`src/ntok_pkg.sv`:
```
// Package for the nested quote tokenizer: shared types and constants.
// No dependencies; every module of the tokenizer imports it.
`timescale 1ns / 1ps

package ntok_pkg;

    localparam int CHAR_W      = 8;
    localparam int CFG_IDX_W   = 3;
    localparam int CFG_DATA_W  = 32;
    localparam int CFG_PAIRS   = 4;    // pairs that fit in the 32-bit registers
    localparam int PAIR_CNT_W  = 3;

    localparam logic [CHAR_W-1:0] BACKSLASH = 8'h5C;

    // Configuration register indexes
    localparam logic [CFG_IDX_W-1:0] CFG_DELIM      = 3'd0;
    localparam logic [CFG_IDX_W-1:0] CFG_PAIR_OPEN  = 3'd1;
    localparam logic [CFG_IDX_W-1:0] CFG_PAIR_CLOSE = 3'd2;
    localparam logic [CFG_IDX_W-1:0] CFG_PAIR_COUNT = 3'd3;

    localparam logic [CHAR_W-1:0]     RST_DELIM = 8'd44;

    // Stack command for one accepted word
    typedef struct packed {
        logic push;
        logic pop;
        logic clear;
    } stack_op_t;

    // Stack status seen by the control logic
    typedef struct packed {
        logic [CHAR_W-1:0] top_char;
        logic              empty;
        logic              full;
    } stack_stat_t;

endpackage

```
`src/nested_quote_tokenizer.sv`:
```
// Nested quote tokenizer, top level. Holds the input and result registers,
// the token control state and the configuration registers.
// Depends on ntok_pkg, ntok_pair_match and ntok_stack.
`timescale 1ns / 1ps

// Splits a character stream into tokens on a configurable delimiter, one
// character word per clock. Up to MAX_PAIRS open/close pairs nest on a
// STACK_DEPTH deep stack; inside a pair the delimiter is kept and a
// backslash passes the following character through untouched. Each token
// character comes out with char_valid set; token_end marks the last word of
// a token (a delimiter that closes a token yields a word with char_valid
// low). Delimiters with no open token produce no output word at all.
// Throughput is one input word per cycle unless a word with a result waits
// on a stalled result register. The input register is loaded when a word is
// accepted and the result register when that word is processed; the
// per-character work (pair compares, stack top lookup and stack update) fits
// between those two registers, so the stack state is current for the very
// next word. The result register decouples the sides: a new word is taken
// while a finished one waits on out_ready.
// Configuration writes (cfg_index 0: delimiter, 1: open chars, 2: close
// chars, 3: pair count) are always accepted and must only be issued while
// the block is idle; unknown indexes are dropped. nest_overflow is sticky
// until reset.

module nested_quote_tokenizer #(
    parameter int STACK_DEPTH = 8,
    parameter int MAX_PAIRS   = 4
) (
    input  logic                            clk,
    input  logic                            rst_n,
    // configuration write channel
    input  logic                            cfg_valid,
    output logic                            cfg_ready,
    input  logic [ntok_pkg::CFG_IDX_W-1:0]  cfg_index,
    input  logic [ntok_pkg::CFG_DATA_W-1:0] cfg_data,
    // input characters
    input  logic                            in_valid,
    output logic                            in_ready,
    input  logic [ntok_pkg::CHAR_W-1:0]     in_char,
    input  logic                            last_char,
    // token output
    output logic                            out_valid,
    input  logic                            out_ready,
    output logic [ntok_pkg::CHAR_W-1:0]     out_char,
    output logic                            char_valid,
    output logic                            token_end,
    output logic                            nest_overflow
);
    import ntok_pkg::*;

    // configuration
    logic [CHAR_W-1:0]     delim_reg;
    logic [CFG_DATA_W-1:0] open_reg;
    logic [CFG_DATA_W-1:0] close_reg;
    logic [PAIR_CNT_W-1:0] npairs_reg;

    // input register
    logic                  in_vld_reg;
    logic [CHAR_W-1:0]     in_char_reg;
    logic                  in_last_reg;

    // token state
    logic                  skip_reg;
    logic                  skip_next;
    logic                  tok_open_reg;
    logic                  tok_open_next;
    logic                  ovf_reg;
    logic                  ovf_next;

    // result register
    logic                  out_vld_reg;
    logic [CHAR_W-1:0]     out_char_reg;
    logic                  out_cv_reg;
    logic                  out_end_reg;
    logic                  out_ovf_reg;

    logic                  res_valid;
    logic                  res_end;
    logic                  has_res;
    logic                  match_en;
    logic                  advance;
    logic                  push_raw;
    logic                  pop_raw;
    stack_op_t             st_op;
    stack_stat_t           st_stat;

    assign cfg_ready = 1'b1;

    always_ff @(posedge clk or negedge rst_n)
    begin
        if (!rst_n)
        begin
            delim_reg  <= RST_DELIM;
            open_reg   <= '0;
            close_reg  <= '0;
            npairs_reg <= '0;
        end
        else if (cfg_valid)
        begin
            case (cfg_index)
                CFG_DELIM:      delim_reg  <= cfg_data[CHAR_W-1:0];
                CFG_PAIR_OPEN:  open_reg   <= cfg_data;
                CFG_PAIR_CLOSE: close_reg  <= cfg_data;
                CFG_PAIR_COUNT: npairs_reg <= cfg_data[PAIR_CNT_W-1:0];
                default: ;
            endcase
        end
    end

    // Per-word decision: escape pass-through, backslash inside a pair,
    // ordinary token character, or a delimiter outside all pairs; then the end-of-string close.
    always_comb
    begin
        res_valid     = 1'b0;
        res_end       = 1'b0;
        match_en      = 1'b0;
        skip_next     = skip_reg;
        tok_open_next = tok_open_reg;
        if (skip_reg)
        begin
            skip_next     = 1'b0;
            tok_open_next = 1'b1;
            res_valid     = 1'b1;
        end
        else if (!st_stat.empty && in_char_reg == BACKSLASH)
        begin
            skip_next     = 1'b1;
            tok_open_next = 1'b1;
            res_valid     = 1'b1;
        end
        else if (in_char_reg != delim_reg || !st_stat.empty)
        begin
            tok_open_next = 1'b1;
            res_valid     = 1'b1;
            match_en      = 1'b1;
        end
        else if (tok_open_reg)
        begin
            tok_open_next = 1'b0;
            res_end       = 1'b1;
        end
        // End of string: close any open token and drop all nesting
        if (in_last_reg)
        begin
            if (tok_open_next)
                res_end = 1'b1;
            skip_next     = 1'b0;
            tok_open_next = 1'b0;
        end
    end

    ntok_pair_match #(
        .MAX_PAIRS (MAX_PAIRS)
    ) u_match (
        .enable     (match_en),
        .char_in    (in_char_reg),
        .stat       (st_stat),
        .pair_open  (open_reg),
        .pair_close (close_reg),
        .pair_count (npairs_reg),
        .push       (push_raw),
        .pop        (pop_raw)
    );

    assign has_res  = res_valid || res_end;
    // Words with no result never wait on the output side
    assign advance  = in_vld_reg && (!has_res || !out_vld_reg || out_ready);
    assign in_ready = !in_vld_reg || advance;
    assign ovf_next = ovf_reg || (push_raw && st_stat.full);

    assign st_op.push  = advance && push_raw;
    assign st_op.pop   = advance && pop_raw;
    assign st_op.clear = advance && in_last_reg;

    ntok_stack #(
        .STACK_DEPTH (STACK_DEPTH)
    ) u_stack (
        .clk       (clk),
        .rst_n     (rst_n),
        .op        (st_op),
        .push_char (in_char_reg),
        .stat      (st_stat)
    );

    // input register: hold until the word is processed
    always_ff @(posedge clk or negedge rst_n)
    begin
        if (!rst_n)
            in_vld_reg <= 1'b0;
        else if (in_ready)
            in_vld_reg <= in_valid;
    end

    always_ff @(posedge clk)
    begin
        if (in_valid && in_ready)
        begin
            in_char_reg <= in_char;
            in_last_reg <= last_char;
        end
    end

    // token state: advance once per processed word
    always_ff @(posedge clk or negedge rst_n)
    begin
        if (!rst_n)
        begin
            skip_reg     <= 1'b0;
            tok_open_reg <= 1'b0;
            ovf_reg      <= 1'b0;
        end
        else if (advance)
        begin
            skip_reg     <= skip_next;
            tok_open_reg <= tok_open_next;
            ovf_reg      <= ovf_next;
        end
    end

    // result register
    always_ff @(posedge clk or negedge rst_n)
    begin
        if (!rst_n)
            out_vld_reg <= 1'b0;
        else if (advance && has_res)
            out_vld_reg <= 1'b1;
        else if (out_ready)
            out_vld_reg <= 1'b0;
    end

    always_ff @(posedge clk)
    begin
        if (advance && has_res)
        begin
            out_char_reg <= res_valid ? in_char_reg : '0;
            out_cv_reg   <= res_valid;
            out_end_reg  <= res_end;
            out_ovf_reg  <= ovf_next;
        end
    end

    assign out_valid     = out_vld_reg;
    assign out_char      = out_char_reg;
    assign char_valid    = out_cv_reg;
    assign token_end     = out_end_reg;
    assign nest_overflow = out_ovf_reg;

endmodule

```
`src/ntok_pair_match.sv`:
```
// Pair matcher: compares one character against the configured open/close
// pairs and the stack top. Depends on ntok_pkg.
`timescale 1ns / 1ps

module ntok_pair_match #(
    parameter int MAX_PAIRS = 4
) (
    input  logic                                enable,
    input  logic [ntok_pkg::CHAR_W-1:0]         char_in,
    input  ntok_pkg::stack_stat_t               stat,
    input  logic [ntok_pkg::CFG_DATA_W-1:0]     pair_open,
    input  logic [ntok_pkg::CFG_DATA_W-1:0]     pair_close,
    input  logic [ntok_pkg::PAIR_CNT_W-1:0]     pair_count,
    output logic                                push,
    output logic                                pop
);
    import ntok_pkg::*;

    localparam int PAD_PAIRS = (MAX_PAIRS > CFG_PAIRS) ? MAX_PAIRS : CFG_PAIRS;
    localparam int PAD_W     = CHAR_W * PAD_PAIRS;

    logic [PAD_W-1:0] open_ext;
    logic [PAD_W-1:0] close_ext;

    // Pairs past the register width read as character zero
    assign open_ext  = PAD_W'(pair_open);
    assign close_ext = PAD_W'(pair_close);

    always_comb
    begin
        logic              done;
        logic [CHAR_W-1:0] op_c;
        logic [CHAR_W-1:0] cl_c;
        logic              pair_en;
        done = 1'b0;
        push = 1'b0;
        pop  = 1'b0;
        for (int i = 0; i < MAX_PAIRS; i++)
        begin
            op_c    = open_ext[CHAR_W*i +: CHAR_W];
            cl_c    = close_ext[CHAR_W*i +: CHAR_W];
            pair_en = ({1'b0, pair_count} > 4'(i));
            if (enable && pair_en && !done)
            begin
                if (!stat.empty && char_in == cl_c && op_c == stat.top_char)
                begin
                    pop  = 1'b1;
                    done = 1'b1;
                end
                else if (char_in == op_c)
                begin
                    push = 1'b1;
                    done = 1'b1;
                end
            end
        end
    end

endmodule

```
`src/ntok_stack.sv`:
```
// Nesting stack: open characters of the open pairs and the fill level.
// Depends on ntok_pkg.
`timescale 1ns / 1ps

module ntok_stack #(
    parameter int STACK_DEPTH = 8
) (
    input  logic                        clk,
    input  logic                        rst_n,
    input  ntok_pkg::stack_op_t         op,
    input  logic [ntok_pkg::CHAR_W-1:0] push_char,
    output ntok_pkg::stack_stat_t       stat
);
    import ntok_pkg::*;

    localparam int LVL_W = $clog2(STACK_DEPTH + 1);
    localparam int IDX_W = (STACK_DEPTH > 1) ? $clog2(STACK_DEPTH) : 1;

    logic [CHAR_W-1:0] stack_mem [STACK_DEPTH];
    logic [LVL_W-1:0]  level_reg;
    logic [LVL_W-1:0]  level_next;
    logic [LVL_W-1:0]  level_m1;
    logic              full;

    assign full     = (level_reg == LVL_W'(STACK_DEPTH));
    assign level_m1 = level_reg - LVL_W'(1);

    // Top entry is only looked at while the level is nonzero
    assign stat.top_char = stack_mem[level_m1[IDX_W-1:0]];
    assign stat.empty    = (level_reg == '0);
    assign stat.full     = full;

    always_comb
    begin
        level_next = level_reg;
        if (op.clear)
            level_next = '0;
        else if (op.pop)
            level_next = level_m1;
        else if (op.push && !full)
            level_next = level_reg + LVL_W'(1);
    end

    always_ff @(posedge clk or negedge rst_n)
    begin
        if (!rst_n)
            level_reg <= '0;
        else
            level_reg <= level_next;
    end

    always_ff @(posedge clk)
    begin
        if (op.push && !full)
            stack_mem[level_reg[IDX_W-1:0]] <= push_char;
    end

endmodule

```
`config.mk`:
```
export PLATFORM = sky130hd
export DESIGN_NAME = nested_quote_tokenizer
export DESIGN_NICKNAME = d
export VERILOG_FILES = /design/src/ntok_pkg.sv /design/src/nested_quote_tokenizer.sv /design/src/ntok_pair_match.sv /design/src/ntok_stack.sv
export SDC_FILE = /design/constraint.sdc
export NUM_CORES = 1
export LEC_CHECK = 0
export BUFFER_PORTS_ARGS = -buffer_cell sky130_fd_sc_hd__buf_2
export CAP_MARGIN = 20
export CORE_UTILIZATION = 60
export DETAILED_ROUTE_END_ITERATION = 16
export PLACE_DENSITY_LB_ADDON = 0.12
export SLEW_MARGIN = 20
export SYNTH_ARGS = -nofsm -noshare
export SYNTH_HDL_FRONTEND = slang
export SYNTH_HIERARCHICAL = 1
export SYNTH_SLANG_ARGS = --single-unit
```
`constraint.sdc`:
```
create_clock -name clk -period 5.4 [get_ports clk]
set_input_delay 0.81 -clock clk [delete_from_list [all_inputs] [get_ports clk]]
set_output_delay 0.81 -clock clk [all_outputs]
set_load 0.1 [all_outputs]
```
==> flow_metrics.py, run 1 <==
metrics = {
    "setup_path": {
        "crit_fanout": 14,
        "cp-start-kind": "flop",
        "critPathArrivalTime_ns": 5.54,
        "critPathCaptureType": "flop",
        "worst_ep_required_time_ns": 5.70,
        "crit_type": "flop to flop",
    },
    "grt": {
        "grt_max_degree": 85,
        "track_usage_pct": 27.8,
        "grt_pass1_vias": 4945,
        "grt_pass1_wl_um": 27200,
        "antenna_found_initial": 0,
        "overflow": 0,
    },
    "logic_synthesis": {
        "synth_seq_cells": 168,
        "synth_ff_type": "edfxtp_1",
        "ys_types": 55,
        "synth-adder-area-share_pct": 0.315,
        "synth_async_sr_flop_share_pct": 50.0,
        "synth_edf_count": 84,
        "avgSynthCellArea_um2": 14.6,
        "synthCells": 543,
        "synth_compound_area_share_pct": 2.25,
        "synth_top_family_by_area": "multiplexers",
        "syn-cell-area_mm2": 0.00795,
        "synth-seq-area-share_pct": 58.2,
        "yosysWarnings": 6,
        "yosys.area_share.simple_pct": 8.23,
        "syn-num-nets": 594,
        "synthMuxAreaShare_pct": 16.8,
        "synth-xor-area-share_pct": 11.5,
    },
    "run": {
        "maxCapViolCount": 0,
    },
    "clocking": {
        "clk_latency_ns": 0.42,
        "cts_tree": "done",
        "clock_path_buffers": 2,
        "numCtsBuffers": 17,
        "cts_max_level": 4,
        "post_cts_buffers": 0,
        "cts_root_buffer": "clkbuf_16",
        "cts_hold_buf": 0,
        "cts_sinks": 168,
        "clk_pin_slew_worst_paths_ns": 0.06,
        "ctsResizeCount": 0,
    },
    "detailed_routing": {
        "vias_per_cell": 6.00,
        "routed_wl_um": 17200,
        "first_pass_iters": 5,
        "via_count": 4840,
        "ant_nets": 0,
        "drc_errors": 0,
        "drtIter0Drc": 436,
        "detail_route.wl_per_cell_um": 21.4,
    },
    "placed_design": {
        "place_congestion": 0.861,
        "io_buffers": 61,
        "hpwl_um": 11600,
    },
    "hold_path": {
        "hold_path_class": "primary input to async pin",
    },
    "sta": {
        "fin_hold_ws_ns": 0.427,
        "finalCriticalPeriod_ns": 5.24,
        "skew_ns": 0.00766,
        "slew_viol_final": 0,
        "tightest_slew_ns": 0.922,
        "finalSetupViolCount": 0,
        "hold_viol": 0,
        "fin_tns_setup_ns": 0,
        "timing.fmax_ghz": 0.191,
        "rsz0062_at_grt": "no",
        "maxSlewHeadroom_pct": 38.3,
        "min_period_over_period_pct": 97.0,
    },
    "floorplan": {
        "start_util_pct": 62.3,
        "dieWidth_um": 117,
        "pin_count": 63,
        "rows": 41,
        "fp.dieH_um": 117,
        "dieArea_mm2": 0.0137,
        "core-area_mm2": 0.0128,
    },
    "final_layout": {
        "num_antenna_cells": 0,
        "mostFrequentLayoutCell": "edfxtp_1",
        "fin_nets": 672,
        "layout-drive-gt1-share_pct": 34.2,
        "largest_reg_flops": 64,
        "area_growth_pct": 14.2,
        "final_cell_mix": "84 x edfxtp_1, 81 x dfrtp_1, 78 x mux2_2",
    },
    "run_status": {
        "status": "completed",
    },
    "power_and_ir_drop": {
        "peakVddDrop_uv": 262,
        "power_leakage_nw": 3.52,
        "power_mw": 3.41,
        "power_density_mw_per_mm2": 376,
    },
}
## power by group
part | leakage, nW | internal (mW) | switching [mW]
sequential | 1.78 | 1.49 | 0.142
clock | 0.279 | 0.736 | 0.466
combinational | 1.47 | 0.279 | 0.296
## area by class of cell
| cell class | count | area (µm²) |
|---|---|---|
| tap | 172 | 215 |
| clock inverter | 9 | 124 |
| multi-input combinational | 341 | 3140 |
| sequential | 168 | 4630 |
| clock buffer | 23 | 458 |
| timing repair buffer | 85 | 492 |
| inverter | 8 | 30.0 |
| fill | 894 | 3690 |
## per-stage QoR
stage                     setup slack, ns  area [µm²]  std cells  util (%)
after global placement              0.489        8500        774      66.5
after detailed placement            0.367        8500        774      66.5
after CTS                           0.261        9080        806      71.1
after floorplan                     0.467        7950        543         -
final                               0.161        9080        806      71.1
after global routing               0.0126        9080        806      71.1
## final timing paths
kind	slack [ns]	startpoint	to	depth (start not counted)
max reg2reg	0.16	u_stack/level_reg[1]	u_stack/level_reg[3]	14
min reg2reg	0.47	ovf_reg	ovf_reg	1
max in group asynchronous	4.44	rst_n	delim_reg[4]	1
min in group clk	0.47	ovf_reg	ovf_reg	1
max	0.16	u_stack/level_reg[1]	u_stack/level_reg[3]	14
min	0.43	rst_n	open_reg[12]	1
## metal layers
metal  up-vias  global-route usage [%]  share of wire, %
met5         -                       0                 0
met4         0                    8.69               1.6
met3        27                    6.28               6.0
met2       200                    44.4                48
met1      2479                    38.1                44
li1       2134                       -                 -
## synth_stat cells (4+ instances only)
cell type	instances	area (µm²)
edfxtp_1	84	2520
dfrtp_1	81	2030
mux2_2	78	878
buf_6	6	67.6
o21ai_0	4	20.0
buf_2	6	30.0
mux4_2	16	360
nand4_1	10	62.6
a21o_1	4	30.0
nor2b_1	12	75.1
nand3_1	7	35.0
and3_1	4	25.0
buf_4	10	75.1
mux2_1	7	78.8
nor2_1	13	48.8
inv_1	7	26.3
xnor2_1	46	403
nor3_1	10	50.1
nand2_1	16	60.1
nor4_1	12	75.1
xor2_1	58	508
## cells by family (layout without fill, tap and decap cells)
logic type	count (synthesis)	count (layout)
and+or+nand+nor	108	108
buffers and inverters	34	125
muxes	102	102
DFF	168	168
other	1	1
xor gates and xnor gates	104	104
adders and majority gates	2	2
AOI/OAI and AO/OA	24	24
## worst max-delay path: stages, from the launching register on
cell and delay [ns]:
dfrtp_1 0.47, inv_1 0.12, ha_1 0.72, mux4_2 0.42, mux2_2 0.34, xor2_1 0.18
nor4_1 0.37, nand3_1 0.15, or4_4 0.46, mux2_4 0.32, o21ai_2 0.15, and3_1 0.36
or4b_1 0.49, a211oi_2 0.21, mux2_1 0.34
Note: power is estimated with default switching activity, not from simulation.
==> inputs of run 2 (changes only) <==
--- a/config.mk
+++ b/config.mk
@@ -6,10 +6,9 @@
 export NUM_CORES = 1
 export LEC_CHECK = 0
 export BUFFER_PORTS_ARGS = -buffer_cell sky130_fd_sc_hd__buf_2
-export CAP_MARGIN = 20
 export CORE_UTILIZATION = 60
 export DETAILED_ROUTE_END_ITERATION = 16
-export PLACE_DENSITY_LB_ADDON = 0.12
+export PLACE_DENSITY = 0.8
 export SLEW_MARGIN = 20
 export SYNTH_ARGS = -nofsm -noshare
 export SYNTH_HDL_FRONTEND = slang
==> run 2 against run 1 <==
Compared with the run above:
- utilization about the same
- final cell count down 1.1%
- first-iteration DRC count down 6.7%
- clock skew about the same
- clock power up 7%
- global-route usage up 0.17 points
- sequential power about the same
- worst hold slack worse by 0.018 ns
- die area unchanged
- count of clock-buffer cells in the layout down 3
- largest cell class unchanged
==> flow_metrics.py, run 2 (same netlist as run 1, synthesis figures left out) <==
metrics = {
    "placed_design": {
        "place_congestion": 0.822,
        "postPlaceCellArea_mm2": 0.00843,
        "preCtsSetupSlack_ns": 0.0375,
        "io_buffers": 61,
        "hpwl_um": 11800,
    },
    "setup_path": {
        "worst_ep_required_time_ns": 5.45,
        "cp_cell_sequence": "inv_1 > ha_1 > nor3b_2 > nor4b_1 > nand3b_1 > nor3_1 > nor3_1 > o31ai_1 > or3_1 > nor4_1 > o21ai_0 > o31ai_1 > and3_1 > nand3b_1 > nor2_1",
        "crit_fanout": 8,
        "crit_type": "flop to flop",
        "cpLargestDelayFamily": "simple AND/OR/NAND/NOR gates",
        "critPathArrivalTime_ns": 5.20,
        "critPathCaptureType": "flop",
        "cp-start-kind": "flop",
        "slowest_delay_ns": 0.65,
        "crit_slowest_cell": "nor2_1",
        "path_buf_inv": 1,
    },
    "grt": {
        "antenna_found_initial": 0,
        "grt_pass1_vias": 4867,
        "grt_pass1_wl_um": 26900,
        "grt_max_degree": 85,
        "overflow": 0,
        "track_usage_pct": 27.9,
    },
    "floorplan": {
        "core-area_mm2": 0.0128,
        "dieArea_mm2": 0.0137,
        "fp.dieH_um": 117,
        "pin_count": 63,
        "start_util_pct": 62.3,
        "dieWidth_um": 117,
        "rows": 41,
    },
    "run_status": {
        "status": "completed",
    },
    "sta": {
        "rsz0062_at_grt": "yes",
        "timing.fmax_ghz": 0.194,
        "maxSlewHeadroom_pct": 42.0,
        "skew_ns": 0.00765,
        "tightest_slew_ns": 0.867,
        "finalSetupViolCount": 0,
        "slew_viol_final": 0,
        "min_period_over_period_pct": 95.3,
        "finalCriticalPeriod_ns": 5.15,
        "finalWorstSetupSlack_ns": 0.253,
        "hold_viol": 0,
    },
    "clocking": {
        "clk_latency_ns": 0.42,
        "cts_hold_buf": 0,
        "clk_pin_slew_worst_paths_ns": 0.06,
        "cts_sinks": 168,
        "cts_root_buffer": "clkbuf_16",
        "numCtsBuffers": 17,
        "cts_tree": "done",
        "clock_path_buffers": 2,
        "cts_max_level": 4,
    },
    "final_layout": {
        "mostFrequentLayoutCell": "edfxtp_1",
        "fillCellCount": 806,
        "area_growth_pct": 14.2,
        "multi_input_area_mm2": 0.00315,
        "layout-drive-gt1-share_pct": 34.9,
        "num_antenna_cells": 0,
        "largest_reg_flops": 64,
        "fin_nets": 663,
        "final_cell_mix": "84 x edfxtp_1, 81 x dfrtp_1, 78 x mux2_2",
        "utilization_pct": 71.1,
        "seq_area_mm2": 0.00463,
        "final_area_mm2": 0.00908,
    },
    "hold_path": {
        "hold_path_class": "primary input to async pin",
    },
    "detailed_routing": {
        "ant_nets": 0,
        "first_pass_iters": 5,
        "vias_per_cell": 5.99,
        "detail_route.wl_per_cell_um": 21.9,
        "via_count": 4775,
        "drc_errors": 0,
        "routed_wl_um": 17400,
        "drtIter0Drc": 407,
    },
    "run": {
        "maxCapViolCount": 0,
    },
    "power_and_ir_drop": {
        "power_density_mw_per_mm2": 385,
        "power_leakage_nw": 3.51,
        "peakVddDrop_uv": 340,
    },
}
-- run 2: area by class of cell --
cell class	count	share of cell area (%)
clock inverter	12	1.92
clock buffer	20	5.03
tap	172	2.37
timing repair buffer	76	4.67
multi-input combinational	341	34.7
inverter	8	0.331
sequential	168	51.0
-- run 2: power by group --
| part | leakage [nW] | switching, mW | internal, mW |
|---|---|---|---|
| sequential | 1.78 | 0.148 | 1.49 |
| clock | 0.310 | 0.483 | 0.797 |
| combinational | 1.42 | 0.296 | 0.278 |
-- run 2: final timing paths --
kind	from	end	slack, ns	cells after the start
min in group clk	ovf_reg	ovf_reg	0.48	1
max	u_stack/level_reg[1]	u_stack/stack_mem[2][1]	0.25	15
max in group asynchronous	rst_n	open_reg[21]	4.42	1
min	rst_n	out_valid	0.41	1
min reg2reg	ovf_reg	ovf_reg	0.48	1
max reg2reg	u_stack/level_reg[1]	u_stack/stack_mem[2][1]	0.25	15
-- run 2: layer usage --
metal	part of all wire [%]	global-route usage (%)	routed length [µm]	vias up
met4	2.0	10.5	354	0
met3	7.1	7.36	1230	24
met1	40	35.7	6950	2449
li1	-	-	-	2126
met5	0	0	0	-
met2	51	46.1	8900	176
-- run 2: what timing repair did --
action,4_1_cts,5_1_grt
endpoints found under the setup margin,0,56
buffers inserted,0,0
gates resized for setup,0,5
-- run 2: per-stage QoR --
stage / hold slack [ns] / power [mW] / setup TNS [ns] / instances
floorplan: 0.438 / 2.05 / 0 / 543
global placement: 0.450 / 2.20 / 0 / 765
detailed placement: 0.460 / 2.23 / 0 / 765
CTS: 0.477 / 3.51 / 0 / 797
global route: 0.480 / 3.62 / -0.744 / 797
finish: 0.409 / 3.50 / 0 / 797
==> inputs of run 3 (changes only) <==
--- a/config.mk
+++ b/config.mk
@@ -6,6 +6,7 @@
 export NUM_CORES = 1
 export LEC_CHECK = 0
 export BUFFER_PORTS_ARGS = -buffer_cell sky130_fd_sc_hd__buf_2
+export CORE_MARGIN = 2
 export CORE_UTILIZATION = 60
 export DETAILED_ROUTE_END_ITERATION = 16
 export PLACE_DENSITY = 0.8
==> run 3 against run 2 <==
Compared with the run above:
- routed wire length shrank 0.57%
- clock skew grew 0.0028 ns
- sequential share of layout area increased by 0.40 points
- critical endpoint is now u_stack/stack_mem[3][3]
- final cell count grew 0.63%
==> flow_metrics.py, run 3 (same netlist as run 1, synthesis figures left out) <==
metrics = {
    "sta": {
        "tightest_slew_ns": 0.911,
        "skew_ns": 0.0105,
        "hold_viol": 0,
        "finalCriticalPeriod_ns": 5.11,
        "finalSetupViolCount": 0,
        "fin_tns_setup_ns": 0,
        "fin_hold_ws_ns": 0.405,
        "slew_viol_final": 0,
        "timing.fmax_ghz": 0.196,
        "min_period_over_period_pct": 94.5,
        "maxSlewHeadroom_pct": 39.3,
        "finalWorstSetupSlack_ns": 0.295,
        "rsz0062_at_grt": "no",
    },
    "power_and_ir_drop": {
        "power_mw": 3.36,
        "peakVddDrop_uv": 238,
        "power_density_mw_per_mm2": 373,
        "power_leakage_nw": 3.47,
    },
    "floorplan": {
        "fp.dieH_um": 119,
        "dieArea_mm2": 0.0142,
        "pin_count": 63,
        "rows": 42,
        "dieWidth_um": 119,
        "core-area_mm2": 0.0131,
        "start_util_pct": 60.8,
    },
    "clocking": {
        "post_cts_buffers": 0,
        "cts_max_level": 4,
        "cts_sinks": 168,
        "cts_root_buffer": "clkbuf_16",
        "clk_latency_ns": 0.43,
        "clk_pin_slew_worst_paths_ns": 0.06,
        "numCtsBuffers": 17,
        "clock_path_buffers": 2,
        "cts_tree": "done",
    },
    "grt": {
        "grt_pass1_vias": 4943,
        "grt_pass1_wl_um": 27500,
        "antenna_found_initial": 0,
        "overflow": 0,
        "grt_max_degree": 85,
        "track_usage_pct": 25.8,
    },
    "placed_design": {
        "place_congestion": 0.920,
        "hpwl_um": 11600,
        "preCtsSetupSlack_ns": 0.399,
        "placed_cells": 770,
        "postPlaceCellArea_mm2": 0.00844,
        "io_buffers": 61,
    },
    "final_layout": {
        "fin_nets": 664,
        "utilization_pct": 68.8,
        "final_area_mm2": 0.00901,
        "num_antenna_cells": 0,
        "area_growth_pct": 13.3,
        "final_cell_mix": "84 x edfxtp_1, 81 x dfrtp_1, 78 x mux2_2",
        "largest_reg_flops": 64,
        "mostFrequentLayoutCell": "edfxtp_1",
        "layout-drive-gt1-share_pct": 33.4,
        "final_cells": 802,
    },
    "setup_path": {
        "worst_ep_required_time_ns": 5.44,
        "cp-start-kind": "flop",
        "crit_fanout": 8,
        "slowest_delay_ns": 0.68,
        "cp_cell_sequence": "inv_1 > ha_1 > nor3b_1 > buf_4 > nor4b_1 > nand3b_1 > nor3_1 > nor3_1 > o31ai_1 > or3_1 > nor4_1 > o21ai_0 > o31ai_1 > and3_1 > nand3b_1 > nor2_1",
        "reg2reg_from": "u_stack/level_reg[1]",
        "critPathArrivalTime_ns": 5.15,
        "critPathCaptureType": "flop",
        "worstRegToRegCells": 16,
        "crit_type": "flop to flop",
        "crit_start": "u_stack/level_reg[1]",
        "crit_slowest_cell": "nor2_1",
    },
    "detailed_routing": {
        "ant_nets": 0,
        "vias_per_cell": 6.04,
        "drc_errors": 0,
        "via_count": 4841,
        "drtIter0Drc": 438,
        "first_pass_iters": 6,
        "routed_wl_um": 17300,
        "detail_route.wl_per_cell_um": 21.6,
    },
    "hold_path": {
        "hold_path_class": "primary input to async pin",
    },
    "run_status": {
        "status": "completed",
    },
    "run": {
        "maxCapViolCount": 0,
    },
}
-- run 3: cell types whose count changed in the layout (fill, tap and decap cells not counted), moves of 2 or more --
cell	change
clkinv_2	-4
clkinv_1	+2
clkinv_4	-3
clkbuf_16	+2
nor2_1	+3
bufinv_16	-4
clkbuf_1	+4
nor2_2	-3
-- run 3: area by class of cell --
| cell class | instances | area [µm²] |
|---|---|---|
| Timing Repair Buffer | 77 | 432 |
| Fill cell | 897 | 4080 |
| Sequential cell | 168 | 4630 |
| Tap cell | 176 | 220 |
| Multi-Input combinational cell | 341 | 3140 |
| Clock inverter | 6 | 37.5 |
| Inverter | 8 | 30.0 |
| Clock buffer | 26 | 522 |
-- run 3: repair_timing --
action / 4_1_cts / 5_1_grt
setup endpoints to repair: 0 / 6
hold buffers: 0 / 0
resized for setup: 0 / 1
-- run 3: routing by layer --
metal  wire (µm)  global-route usage [%]  part of all wire [%]
met5           0                       0                     0
met4         373                    10.1                   2.2
met3         881                    4.74                   5.1
met2        8790                    41.8                    51
met1        7300                    35.0                    42
-- run 3: worst paths after layout --
path | endpoint | slack [ns]
worst min register to register | ovf_reg | 0.48
worst max-delay path | u_stack/stack_mem[3][3] | 0.29
min in group clk | ovf_reg | 0.48
max in group asynchronous | open_reg[22] | 4.42
worst max register to register | u_stack/stack_mem[3][3] | 0.29
worst min-delay path | out_valid | 0.41
-- run 3: where the power goes --
part | switching [mW] | internal [mW] | total [mW]
Sequential | 0.148 | 1.49 | 1.64
Clock | 0.471 | 0.667 | 1.14
Combinational | 0.299 | 0.278 | 0.577
-- run 3: critical path: cells and delay by family (launching register included) --
| family | cells | cell delay (ns) |
|---|---|---|
| simple gates | 10 | 3.06 |
| compound gates | 3 | 0.61 |
| flops | 1 | 0.46 |
| buf+inv | 2 | 0.32 |
| fa+ha+maj | 1 | 0.28 |
